$ cat src/rtl/spc_pkg.sv
// Shared types, constants and the arctangent table for the polar to Cartesian scan block.
// No dependencies. Used by spc_ctrl, spc_datapath and scan_polar_to_cartesian.
package spc_pkg;

    // Widths of the ports and registers
    localparam int RANGE_W = 16;
    localparam int ANGLE_W = 16;
    localparam int OUT_W   = 17;
    localparam int BEAM_W  = 12;
    localparam int CFG_IDX_W = 2;

    // Beam counter wraps at the smaller of MAX_BEAMS and the 12-bit span
    localparam int MAX_BEAMS  = 4096;
    localparam int BEAM_LIMIT = (MAX_BEAMS < 4096) ? MAX_BEAMS : 4096;

    // CORDIC iteration count, capped by the table length
    localparam int CORDIC_STEPS = 16;
    localparam int ATAN_ENTRIES = 24;
    localparam int STEP_COUNT   = (CORDIC_STEPS > ATAN_ENTRIES) ? ATAN_ENTRIES : CORDIC_STEPS;
    localparam int STEP_W       = $clog2(STEP_COUNT);
    localparam int ATAN_IDX_W   = 5;
    localparam int ATAN_W       = 22;

    // Datapath widths: vector needs 34 signed bits with CORDIC growth, one spare
    localparam int X_W    = 35;
    localparam int Z_W    = 26;
    localparam int PROD_W = 48;

    // Inverse CORDIC gain in Q32
    localparam logic [31:0] GAIN_Q32 = 32'd2608131497;
    localparam logic [16:0] OUT_LIMIT = 17'd65535;

    // Configuration register indexes
    typedef enum logic [CFG_IDX_W-1:0] {
        CFG_START_ANGLE = 2'd0,
        CFG_ANGLE_STEP  = 2'd1,
        CFG_MIN_RANGE   = 2'd2,
        CFG_MAX_RANGE   = 2'd3
    } cfg_idx_t;

    // Controller state, one-hot
    typedef enum logic [3:0] {
        S_IDLE = 4'b0001,
        S_MUL  = 4'b0010,
        S_ITER = 4'b0100,
        S_DONE = 4'b1000
    } state_t;

    // Commands from controller to datapath
    typedef struct packed {
        logic              accept;
        logic              load;
        logic              iterate;
        logic [STEP_W-1:0] step;
        logic              store;
    } cmd_t;

    // Status from datapath to controller
    typedef struct packed {
        logic valid_pt;
    } status_t;

    // atan(2^-i) scaled to a half turn of 2^23
    function automatic logic [ATAN_W-1:0] atan_lut(input logic [ATAN_IDX_W-1:0] idx);
        logic [ATAN_W-1:0] v;
        begin
            case (idx)
                5'd0:    v = 22'd2097152;
                5'd1:    v = 22'd1238021;
                5'd2:    v = 22'd654136;
                5'd3:    v = 22'd332050;
                5'd4:    v = 22'd166669;
                5'd5:    v = 22'd83416;
                5'd6:    v = 22'd41718;
                5'd7:    v = 22'd20860;
                5'd8:    v = 22'd10430;
                5'd9:    v = 22'd5215;
                5'd10:   v = 22'd2608;
                5'd11:   v = 22'd1304;
                5'd12:   v = 22'd652;
                5'd13:   v = 22'd326;
                5'd14:   v = 22'd163;
                5'd15:   v = 22'd81;
                5'd16:   v = 22'd41;
                5'd17:   v = 22'd20;
                5'd18:   v = 22'd10;
                5'd19:   v = 22'd5;
                5'd20:   v = 22'd3;
                5'd21:   v = 22'd1;
                5'd22:   v = 22'd1;
                default: v = 22'd0;
            endcase
            return v;
        end
    endfunction

endpackage

$ cat src/rtl/spc_ctrl.sv
// Sequencer for the scan conversion: accept, gain multiply, CORDIC steps, result hand-off.
// Depends on spc_pkg.
module spc_ctrl (
    input  logic              clk,
    input  logic              rst_n,
    input  logic              sample_valid,
    output logic              sample_stall,
    output logic              result_valid,
    input  logic              result_stall,
    input  spc_pkg::status_t  status,
    output spc_pkg::cmd_t     cmd
);

    spc_pkg::state_t             state_reg, state_next;
    logic [spc_pkg::STEP_W-1:0]  step_reg, step_next;
    logic                        out_valid_reg, out_valid_next;
    logic                        out_free;
    logic                        last_step;

    assign out_free  = !out_valid_reg || !result_stall;
    assign last_step = (step_reg == spc_pkg::STEP_W'(spc_pkg::STEP_COUNT - 1));

    assign sample_stall = (state_reg != spc_pkg::S_IDLE);
    assign result_valid = out_valid_reg;

    // Next state and commands
    always_comb
    begin
        state_next     = state_reg;
        step_next      = step_reg;
        cmd.accept     = 1'b0;
        cmd.load       = 1'b0;
        cmd.iterate    = 1'b0;
        cmd.step       = step_reg;
        cmd.store      = 1'b0;
        unique case (state_reg)
            spc_pkg::S_IDLE:
            begin
                if (sample_valid)
                begin
                    cmd.accept = 1'b1;
                    state_next = spc_pkg::S_MUL;
                end
            end
            spc_pkg::S_MUL:
            begin
                cmd.load  = 1'b1;
                step_next = '0;
                // out-of-window samples skip the rotation
                state_next = status.valid_pt ? spc_pkg::S_ITER : spc_pkg::S_DONE;
            end
            spc_pkg::S_ITER:
            begin
                cmd.iterate = 1'b1;
                step_next   = step_reg + 1'b1;
                if (last_step)
                begin
                    state_next = spc_pkg::S_DONE;
                end
            end
            spc_pkg::S_DONE:
            begin
                if (out_free)
                begin
                    cmd.store  = 1'b1;
                    state_next = spc_pkg::S_IDLE;
                end
            end
            default:
            begin
                state_next = spc_pkg::S_IDLE;
            end
        endcase
    end

    // Output request flag
    always_comb
    begin
        out_valid_next = out_valid_reg;
        if (cmd.store)
        begin
            out_valid_next = 1'b1;
        end
        else if (!result_stall)
        begin
            out_valid_next = 1'b0;
        end
    end

    always_ff @(posedge clk or negedge rst_n)
    begin
        if (!rst_n)
        begin
            state_reg     <= spc_pkg::S_IDLE;
            step_reg      <= '0;
            out_valid_reg <= 1'b0;
        end
        else
        begin
            state_reg     <= state_next;
            step_reg      <= step_next;
            out_valid_reg <= out_valid_next;
        end
    end

    // Rotation ends after the last step
    a_iter_end: assert property (@(posedge clk) disable iff (!rst_n)
        (state_reg == spc_pkg::S_ITER) && last_step |=> (state_reg == spc_pkg::S_DONE))
        else $error("CORDIC did not finish after last step");

    // Out-of-window samples bypass the rotation
    a_skip: assert property (@(posedge clk) disable iff (!rst_n)
        (state_reg == spc_pkg::S_MUL) && !status.valid_pt |=> (state_reg == spc_pkg::S_DONE))
        else $error("invalid sample entered rotation");

    // A stored result is presented next cycle
    a_store: assert property (@(posedge clk) disable iff (!rst_n)
        cmd.store |=> out_valid_reg && (state_reg == spc_pkg::S_IDLE))
        else $error("stored result not presented");

    // Never overwrite a result that is still held
    a_no_overwrite: assert property (@(posedge clk) disable iff (!rst_n)
        cmd.store |-> !(out_valid_reg && result_stall))
        else $error("result overwritten while stalled");

endmodule

$ cat src/rtl/spc_datapath.sv
// Config registers, beam counter, gain multiply, iterative CORDIC and output registers.
// Depends on spc_pkg; sequenced by spc_ctrl.
module spc_datapath (
    input  logic                          clk,
    input  logic                          rst_n,
    input  spc_pkg::cmd_t                 cmd,
    output spc_pkg::status_t              status,
    input  logic                          cfg_write,
    input  logic [spc_pkg::CFG_IDX_W-1:0] cfg_index,
    input  logic [15:0]                   cfg_data,
    input  logic [spc_pkg::RANGE_W-1:0]   range_mm,
    input  logic                          last_in_scan,
    output logic signed [spc_pkg::OUT_W-1:0] x_mm,
    output logic signed [spc_pkg::OUT_W-1:0] y_mm,
    output logic                          point_valid,
    output logic [spc_pkg::BEAM_W-1:0]    beam_number,
    output logic                          scan_end
);

    localparam int BW = spc_pkg::BEAM_W;
    localparam int XW = spc_pkg::X_W;
    localparam int ZW = spc_pkg::Z_W;
    localparam int PW = spc_pkg::PROD_W;
    localparam int RW = XW - 16;
    localparam logic [BW:0] BEAM_WRAP = (BW + 1)'(spc_pkg::BEAM_LIMIT);

    // Configuration
    logic [spc_pkg::ANGLE_W-1:0] start_angle_reg, angle_step_reg;
    logic [spc_pkg::RANGE_W-1:0] min_range_reg, max_range_reg;

    // Scan position
    logic [BW-1:0]               beam_cnt_reg;
    logic [spc_pkg::ANGLE_W-1:0] angle_ofs_reg;
    logic [BW:0]                 beam_inc;

    // Captured sample
    logic [spc_pkg::RANGE_W-1:0] range_reg;
    logic [spc_pkg::ANGLE_W-1:0] angle_reg;
    logic                        valid_reg, last_reg;
    logic [BW-1:0]               beam_reg;

    // CORDIC state
    logic signed [XW-1:0] x_reg, y_reg;
    logic signed [ZW-1:0] z_reg;

    // Output registers
    logic signed [spc_pkg::OUT_W-1:0] x_out_reg, y_out_reg;
    logic                             valid_out_reg, end_out_reg;
    logic [BW-1:0]                    beam_out_reg;

    // Gain multiply and quadrant fold
    logic [PW-1:0]               prod;
    logic [31:0]                 x_start;
    logic                        fold;
    logic [spc_pkg::ANGLE_W-1:0] angle_fold;
    logic signed [XW-1:0]        x_init;
    logic signed [ZW-1:0]        z_init;

    // One CORDIC step
    logic signed [XW-1:0] dx, dy;
    logic signed [ZW-1:0] atan_val;

    // Rounding
    logic signed [RW-1:0] x_round, y_round;

    assign status.valid_pt = valid_reg;

    assign beam_inc = {1'b0, beam_cnt_reg} + 1'b1;

    // Configuration writes and scan position
    always_ff @(posedge clk or negedge rst_n)
    begin
        if (!rst_n)
        begin
            start_angle_reg <= '0;
            angle_step_reg  <= '0;
            min_range_reg   <= '0;
            max_range_reg   <= 16'hFFFF;
            beam_cnt_reg    <= '0;
            angle_ofs_reg   <= '0;
        end
        else
        begin
            if (cfg_write)
            begin
                unique case (spc_pkg::cfg_idx_t'(cfg_index))
                    spc_pkg::CFG_START_ANGLE: start_angle_reg <= cfg_data;
                    spc_pkg::CFG_ANGLE_STEP:  angle_step_reg  <= cfg_data;
                    spc_pkg::CFG_MIN_RANGE:   min_range_reg   <= cfg_data;
                    spc_pkg::CFG_MAX_RANGE:   max_range_reg   <= cfg_data;
                    default:                  start_angle_reg <= start_angle_reg;
                endcase
            end
            if (cmd.accept)
            begin
                if (last_in_scan)
                begin
                    beam_cnt_reg  <= '0;
                    angle_ofs_reg <= '0;
                end
                else
                begin
                    beam_cnt_reg  <= (beam_inc >= BEAM_WRAP) ? '0 : beam_inc[BW-1:0];
                    angle_ofs_reg <= angle_ofs_reg + angle_step_reg;
                end
            end
        end
    end

    // Capture the sample with its angle and window check
    always_ff @(posedge clk)
    begin
        if (cmd.accept)
        begin
            range_reg <= range_mm;
            last_reg  <= last_in_scan;
            beam_reg  <= beam_cnt_reg;
            angle_reg <= start_angle_reg + angle_ofs_reg;
            valid_reg <= (range_mm > min_range_reg) && (range_mm < max_range_reg);
        end
    end

    // Start vector: range times inverse gain, folded into the right half plane
    always_comb
    begin
        prod       = PW'(range_reg) * PW'(spc_pkg::GAIN_Q32);
        prod       = prod + PW'(32'h8000);
        x_start    = prod[47:16];
        fold       = angle_reg[15] ^ angle_reg[14];
        angle_fold = fold ? (angle_reg ^ 16'h8000) : angle_reg;
        x_init     = fold ? -$signed(XW'(x_start)) : $signed(XW'(x_start));
        z_init     = ZW'($signed({angle_fold, 8'h00}));
    end

    // Step with shift by the step index
    always_comb
    begin
        dx       = y_reg >>> cmd.step;
        dy       = x_reg >>> cmd.step;
        atan_val = $signed(ZW'(spc_pkg::atan_lut(spc_pkg::ATAN_IDX_W'(cmd.step))));
    end

    always_ff @(posedge clk)
    begin
        if (cmd.load)
        begin
            x_reg <= x_init;
            y_reg <= '0;
            z_reg <= z_init;
        end
        else if (cmd.iterate)
        begin
            if (!z_reg[ZW-1])
            begin
                x_reg <= x_reg - dx;
                y_reg <= y_reg + dy;
                z_reg <= z_reg - atan_val;
            end
            else
            begin
                x_reg <= x_reg + dx;
                y_reg <= y_reg - dy;
                z_reg <= z_reg + atan_val;
            end
        end
    end

    // Round to millimeters and clamp to +-65535
    function automatic logic signed [spc_pkg::OUT_W-1:0] clamp_mm(input logic signed [RW-1:0] v);
        logic signed [spc_pkg::OUT_W-1:0] r;
        begin
            if (v > $signed(RW'(spc_pkg::OUT_LIMIT)))
            begin
                r = $signed(spc_pkg::OUT_LIMIT);
            end
            else if (v < -$signed(RW'(spc_pkg::OUT_LIMIT)))
            begin
                r = -$signed(spc_pkg::OUT_LIMIT);
            end
            else
            begin
                r = v[spc_pkg::OUT_W-1:0];
            end
            return r;
        end
    endfunction

    assign x_round = RW'((x_reg + XW'(32'sh8000)) >>> 16);
    assign y_round = RW'((y_reg + XW'(32'sh8000)) >>> 16);

    always_ff @(posedge clk)
    begin
        if (cmd.store)
        begin
            x_out_reg     <= valid_reg ? clamp_mm(x_round) : '0;
            y_out_reg     <= valid_reg ? clamp_mm(y_round) : '0;
            valid_out_reg <= valid_reg;
            beam_out_reg  <= beam_reg;
            end_out_reg   <= last_reg;
        end
    end

    assign x_mm        = x_out_reg;
    assign y_mm        = y_out_reg;
    assign point_valid = valid_out_reg;
    assign beam_number = beam_out_reg;
    assign scan_end    = end_out_reg;

endmodule

$ cat src/rtl/scan_polar_to_cartesian.sv
// Lidar scan sample to Cartesian point converter, top level.
// Depends on spc_pkg, spc_ctrl and spc_datapath.
//
// Each range sample is accepted when sample_valid is high and sample_stall is low, and
// gives exactly one result request on the result channel. A sample is accepted, then
// goes through the gain multiply, CORDIC_STEPS steps on the single shift-add rotation
// unit, and rounding into the output register, which waits while a held result is
// stalled; only then is the next sample accepted. Samples outside the range window
// skip the rotation. A finished point sits in the output register while the
// next sample is being worked on. Configuration writes (cfg_ready is always high) are
// to be made only while the block is idle.
module scan_polar_to_cartesian (
    input  logic                              clk,
    input  logic                              rst_n,
    input  logic                              sample_valid,
    output logic                              sample_stall,
    input  logic [spc_pkg::RANGE_W-1:0]       range_mm,
    input  logic                              last_in_scan,
    output logic                              result_valid,
    input  logic                              result_stall,
    output logic signed [spc_pkg::OUT_W-1:0]  x_mm,
    output logic signed [spc_pkg::OUT_W-1:0]  y_mm,
    output logic                              point_valid,
    output logic [spc_pkg::BEAM_W-1:0]        beam_number,
    output logic                              scan_end,
    input  logic                              cfg_valid,
    output logic                              cfg_ready,
    input  logic [spc_pkg::CFG_IDX_W-1:0]     cfg_index,
    input  logic [15:0]                       cfg_data
);

    spc_pkg::cmd_t    cmd;
    spc_pkg::status_t status;

    assign cfg_ready = 1'b1;

    // Sequencer
    spc_ctrl u_ctrl (
        .clk          (clk),
        .rst_n        (rst_n),
        .sample_valid (sample_valid),
        .sample_stall (sample_stall),
        .result_valid (result_valid),
        .result_stall (result_stall),
        .status       (status),
        .cmd          (cmd)
    );

    // Arithmetic and registers
    spc_datapath u_datapath (
        .clk          (clk),
        .rst_n        (rst_n),
        .cmd          (cmd),
        .status       (status),
        .cfg_write    (cfg_valid && cfg_ready),
        .cfg_index    (cfg_index),
        .cfg_data     (cfg_data),
        .range_mm     (range_mm),
        .last_in_scan (last_in_scan),
        .x_mm         (x_mm),
        .y_mm         (y_mm),
        .point_valid  (point_valid),
        .beam_number  (beam_number),
        .scan_end     (scan_end)
    );

endmodule

$ cat config.mk
export PLATFORM = sky130hd
export DESIGN_NAME = scan_polar_to_cartesian
export DESIGN_NICKNAME = d
export VERILOG_FILES = /design/src/rtl/spc_pkg.sv /design/src/rtl/spc_ctrl.sv /design/src/rtl/spc_datapath.sv /design/src/rtl/scan_polar_to_cartesian.sv
export SDC_FILE = /design/constraint.sdc
export NUM_CORES = 2
export LEC_CHECK = 0
export BUFFER_PORTS_ARGS = -buffer_cell sky130_fd_sc_hd__buf_2
export CAP_MARGIN = 20
export CORE_UTILIZATION = 70
export CTS_CLUSTER_SIZE = 8
export DETAILED_ROUTE_END_ITERATION = 7
export PLACE_DENSITY = 0.92
export SLEW_MARGIN = 25
export SYNTH_ARGS = -nofsm -noshare
export SYNTH_HDL_FRONTEND = slang
export SYNTH_SLANG_ARGS = --single-unit
$ cat constraint.sdc
create_clock -name clk -period 15.3 [get_ports clk]
set_clock_uncertainty 0.1 [all_clocks]
set_input_delay 2.295 -clock clk [delete_from_list [all_inputs] [get_ports clk]]
set_output_delay 2.295 -clock clk [all_outputs]
set_load 0.01 [all_outputs]
==> metrics.yaml <==
clock_network:
  h-tree-depth: 2
  cts-root-buf: "clkbuf_16"
  cts_setup_buffers: 0
  cts_buffers: 43
  clock_sinks: 291
  cts_tree: "done"
  clockBufferDepth: 3
  clk_pin_slew_ns: 0.05
  clock_latency_ns: 0.61
  ctsHoldBuffers: 0
  cts.repair.resized: 0
yosys:
  synth-edff-count: 147
  synth-seq-area-share_pct: 23.17
  async_flop_share_pct: 34.71
  synthDistinctLibCells: 127
  syn_avg_cell_area_sq_um: 9.484
  yosys_warnings: 0
  synthesis.area_sq_um: 33770
  synth.ff_latch_count: 291
  synth_cells: 3561
  synth-main-ff-cell: "edfxtp_1"
  syn_nets: 4139
timing:
  finalHoldViolCount: 0
  finalSetupTns_ns: 0
  fin_crit_sh_pct: 54.87
  maxClockFrequency_mhz: 119.1
  rsz0062_at_grt: "false"
  worstMarginPinSlew_ns: 0.9075
  relSlewSlack_pct: 39.50
  fin_crit_ns: 8.395
  slew_viol_final: 0
  setup_viol: 0
die:
  initial_core_util_pct: 70.88
  pin_count: 91
  die_area_sq_um: 49130
  die_w_um: 221.7
  die_h_um: 221.7
  rows: 80
  core_sq_um: 47650
detailed_routing:
  drtIter0Drc: 3124
  via_per_inst: 6.720
  post-route-drc-count: 0
  drt-wirelength-per-cell_um: 22.20
  drt_wl_total_um: 93890
  route.vias.total: 28420
  antenna_left: 0
  firstDrtPassIters: 8
worst_setup_path:
  worst_path_dominant_cell_family: "adder cells"
  r2r_end: "u_datapath.x_reg[32]$_DFFE_PP_"
  worst_ep_required_time_ns: 15.53
  regToRegSetupSlack_ns: 6.91
  crit_path_frequent_cell: "inv_1"
  critical_path_class: "reg -> reg"
  reg2reg_depth: 25
  crit_fanout: 11
  arrival_ns: 8.63
  critPathBufInv: 6
  max_stage_delay_ns: 0.69
  critPathLaunchType: "register"
  end_kind: "register"
  rr_startpoint: "u_datapath.range_reg[4]$_DFFE_PP_"
  cp_slowest_cell: "nor4_1"
grt:
  antenna_found_initial: 1
  grt_pass1_wl_um: 150400
  grt_usage_pct: 38.53
  grt_pass1_vias: 28620
  overflow: 0
  grt_max_degree: 101
place:
  gp_congestion: 0.9961
  dpl.hpwl_um: 69250
  port-buffer-count: 89
finish:
  antenna_cells: 0
  fill_cells: 3067
  nNetsFinal: 4159
  layout_commonest_cell: "inv_1"
  seq_area_sq_um: 7836
  layout-drive-gt1-share_pct: 11.90
  syn2layout_area_growth_pct: 6.120
  multi_input_area_sq_um: 23700
  final_cell_mix: "inv_1, ha_1, nand2_1"
worst_hold_path:
  hp-class: "reg -> reg"
  holdCritStartpoint: "u_datapath.last_reg$_DFFE_PP_"
  whs_endpoint: "u_datapath.scan_end$_DFFE_PP_"
  min_path_cells: 0
outcome:
  status: "finished clean"
run:
  maxCapViolCount: 0
-- cell type report --
cell class	instances	area share, %
Clock buffer	74	3.442
Timing Repair Buffer	115	1.861
Clock inverter	4	0.2374
Sequential cell	291	21.86
Multi-Input combinational cell	2718	66.13
Inverter	412	4.315
Tap cell	615	2.147
-- stage by stage --
stage | hold WS (ns) | utilization, % | std cells | area (sq um) | worst slack (ns)
floorplan | 0.3003 | - | 3561 | 33770 | 7.806
global placement | 0.3013 | 72.39 | 4150 | 34490 | 7.248
detailed placement | 0.3054 | 72.39 | 4150 | 34490 | 7.049
CTS | 0.3166 | 75.15 | 4228 | 35810 | 6.982
global route | 0.3246 | 75.22 | 4229 | 35840 | 6.353
finish | 0.3156 | 75.22 | 4229 | 35840 | 6.905
-- layer usage --
layer  track usage [%]  wire length, um
met5                 0               12
met4             16.71             4273
met3             10.12            10580
met2             62.38            43390
met1             48.84            35640
-- logic make-up after synthesis --
group	after synthesis	share of synthesized area, %
buf+inv	552	6.743
mux	234	10.50
xor+xnor	280	7.328
fa+ha+maj	538	24.38
flops	291	23.17
other cells	1	0.01110
compound gates	828	15.57
simple gates	837	12.31
-- worst max-delay path by stage --
stage                     slack, ns                              to                         startpoint  cells after the start
final                          6.91  u_datapath.x_reg[32]$_DFFE_PP_  u_datapath.range_reg[4]$_DFFE_PP_                     25
after CTS                      6.98  u_datapath.x_reg[32]$_DFFE_PP_  u_datapath.range_reg[5]$_DFFE_PP_                     25
after detailed placement       7.05  u_datapath.x_reg[32]$_DFFE_PP_  u_datapath.range_reg[5]$_DFFE_PP_                     25
after global routing           6.35  u_datapath.x_reg[32]$_DFFE_PP_  u_datapath.range_reg[5]$_DFFE_PP_                     25
after global placement         7.25  u_datapath.x_reg[31]$_DFFE_PP_  u_datapath.range_reg[5]$_DFFE_PP_                     23
after floorplan                7.81  u_datapath.x_reg[31]$_DFFE_PP_  u_datapath.range_reg[7]$_DFFE_PP_                     23
-- cells in the mapped netlist (49+ instances only) --
master    instances  area [sq um]
inv_1           409          1535
fa_1            200          4004
mux4_2           68          1531
edfxtp_1        147          4414
a21oi_1         229          1146
clkbuf_1         85         319.1
nand2_1         250         938.4
mux2i_1          49         490.5
nor2_1          215         807.0
dfrtp_1          84          2102
ha_1            338          4229
mux2_2          101          1137
nand3_1          65         325.3
o21ai_0         226          1131
xnor2_1         170          1489
xor2_1          107         937.2
a21o_1           75         563.0
Power is not shown: default switching activity piles up to over one toggle a cycle in this logic, so the estimate is an artifact.
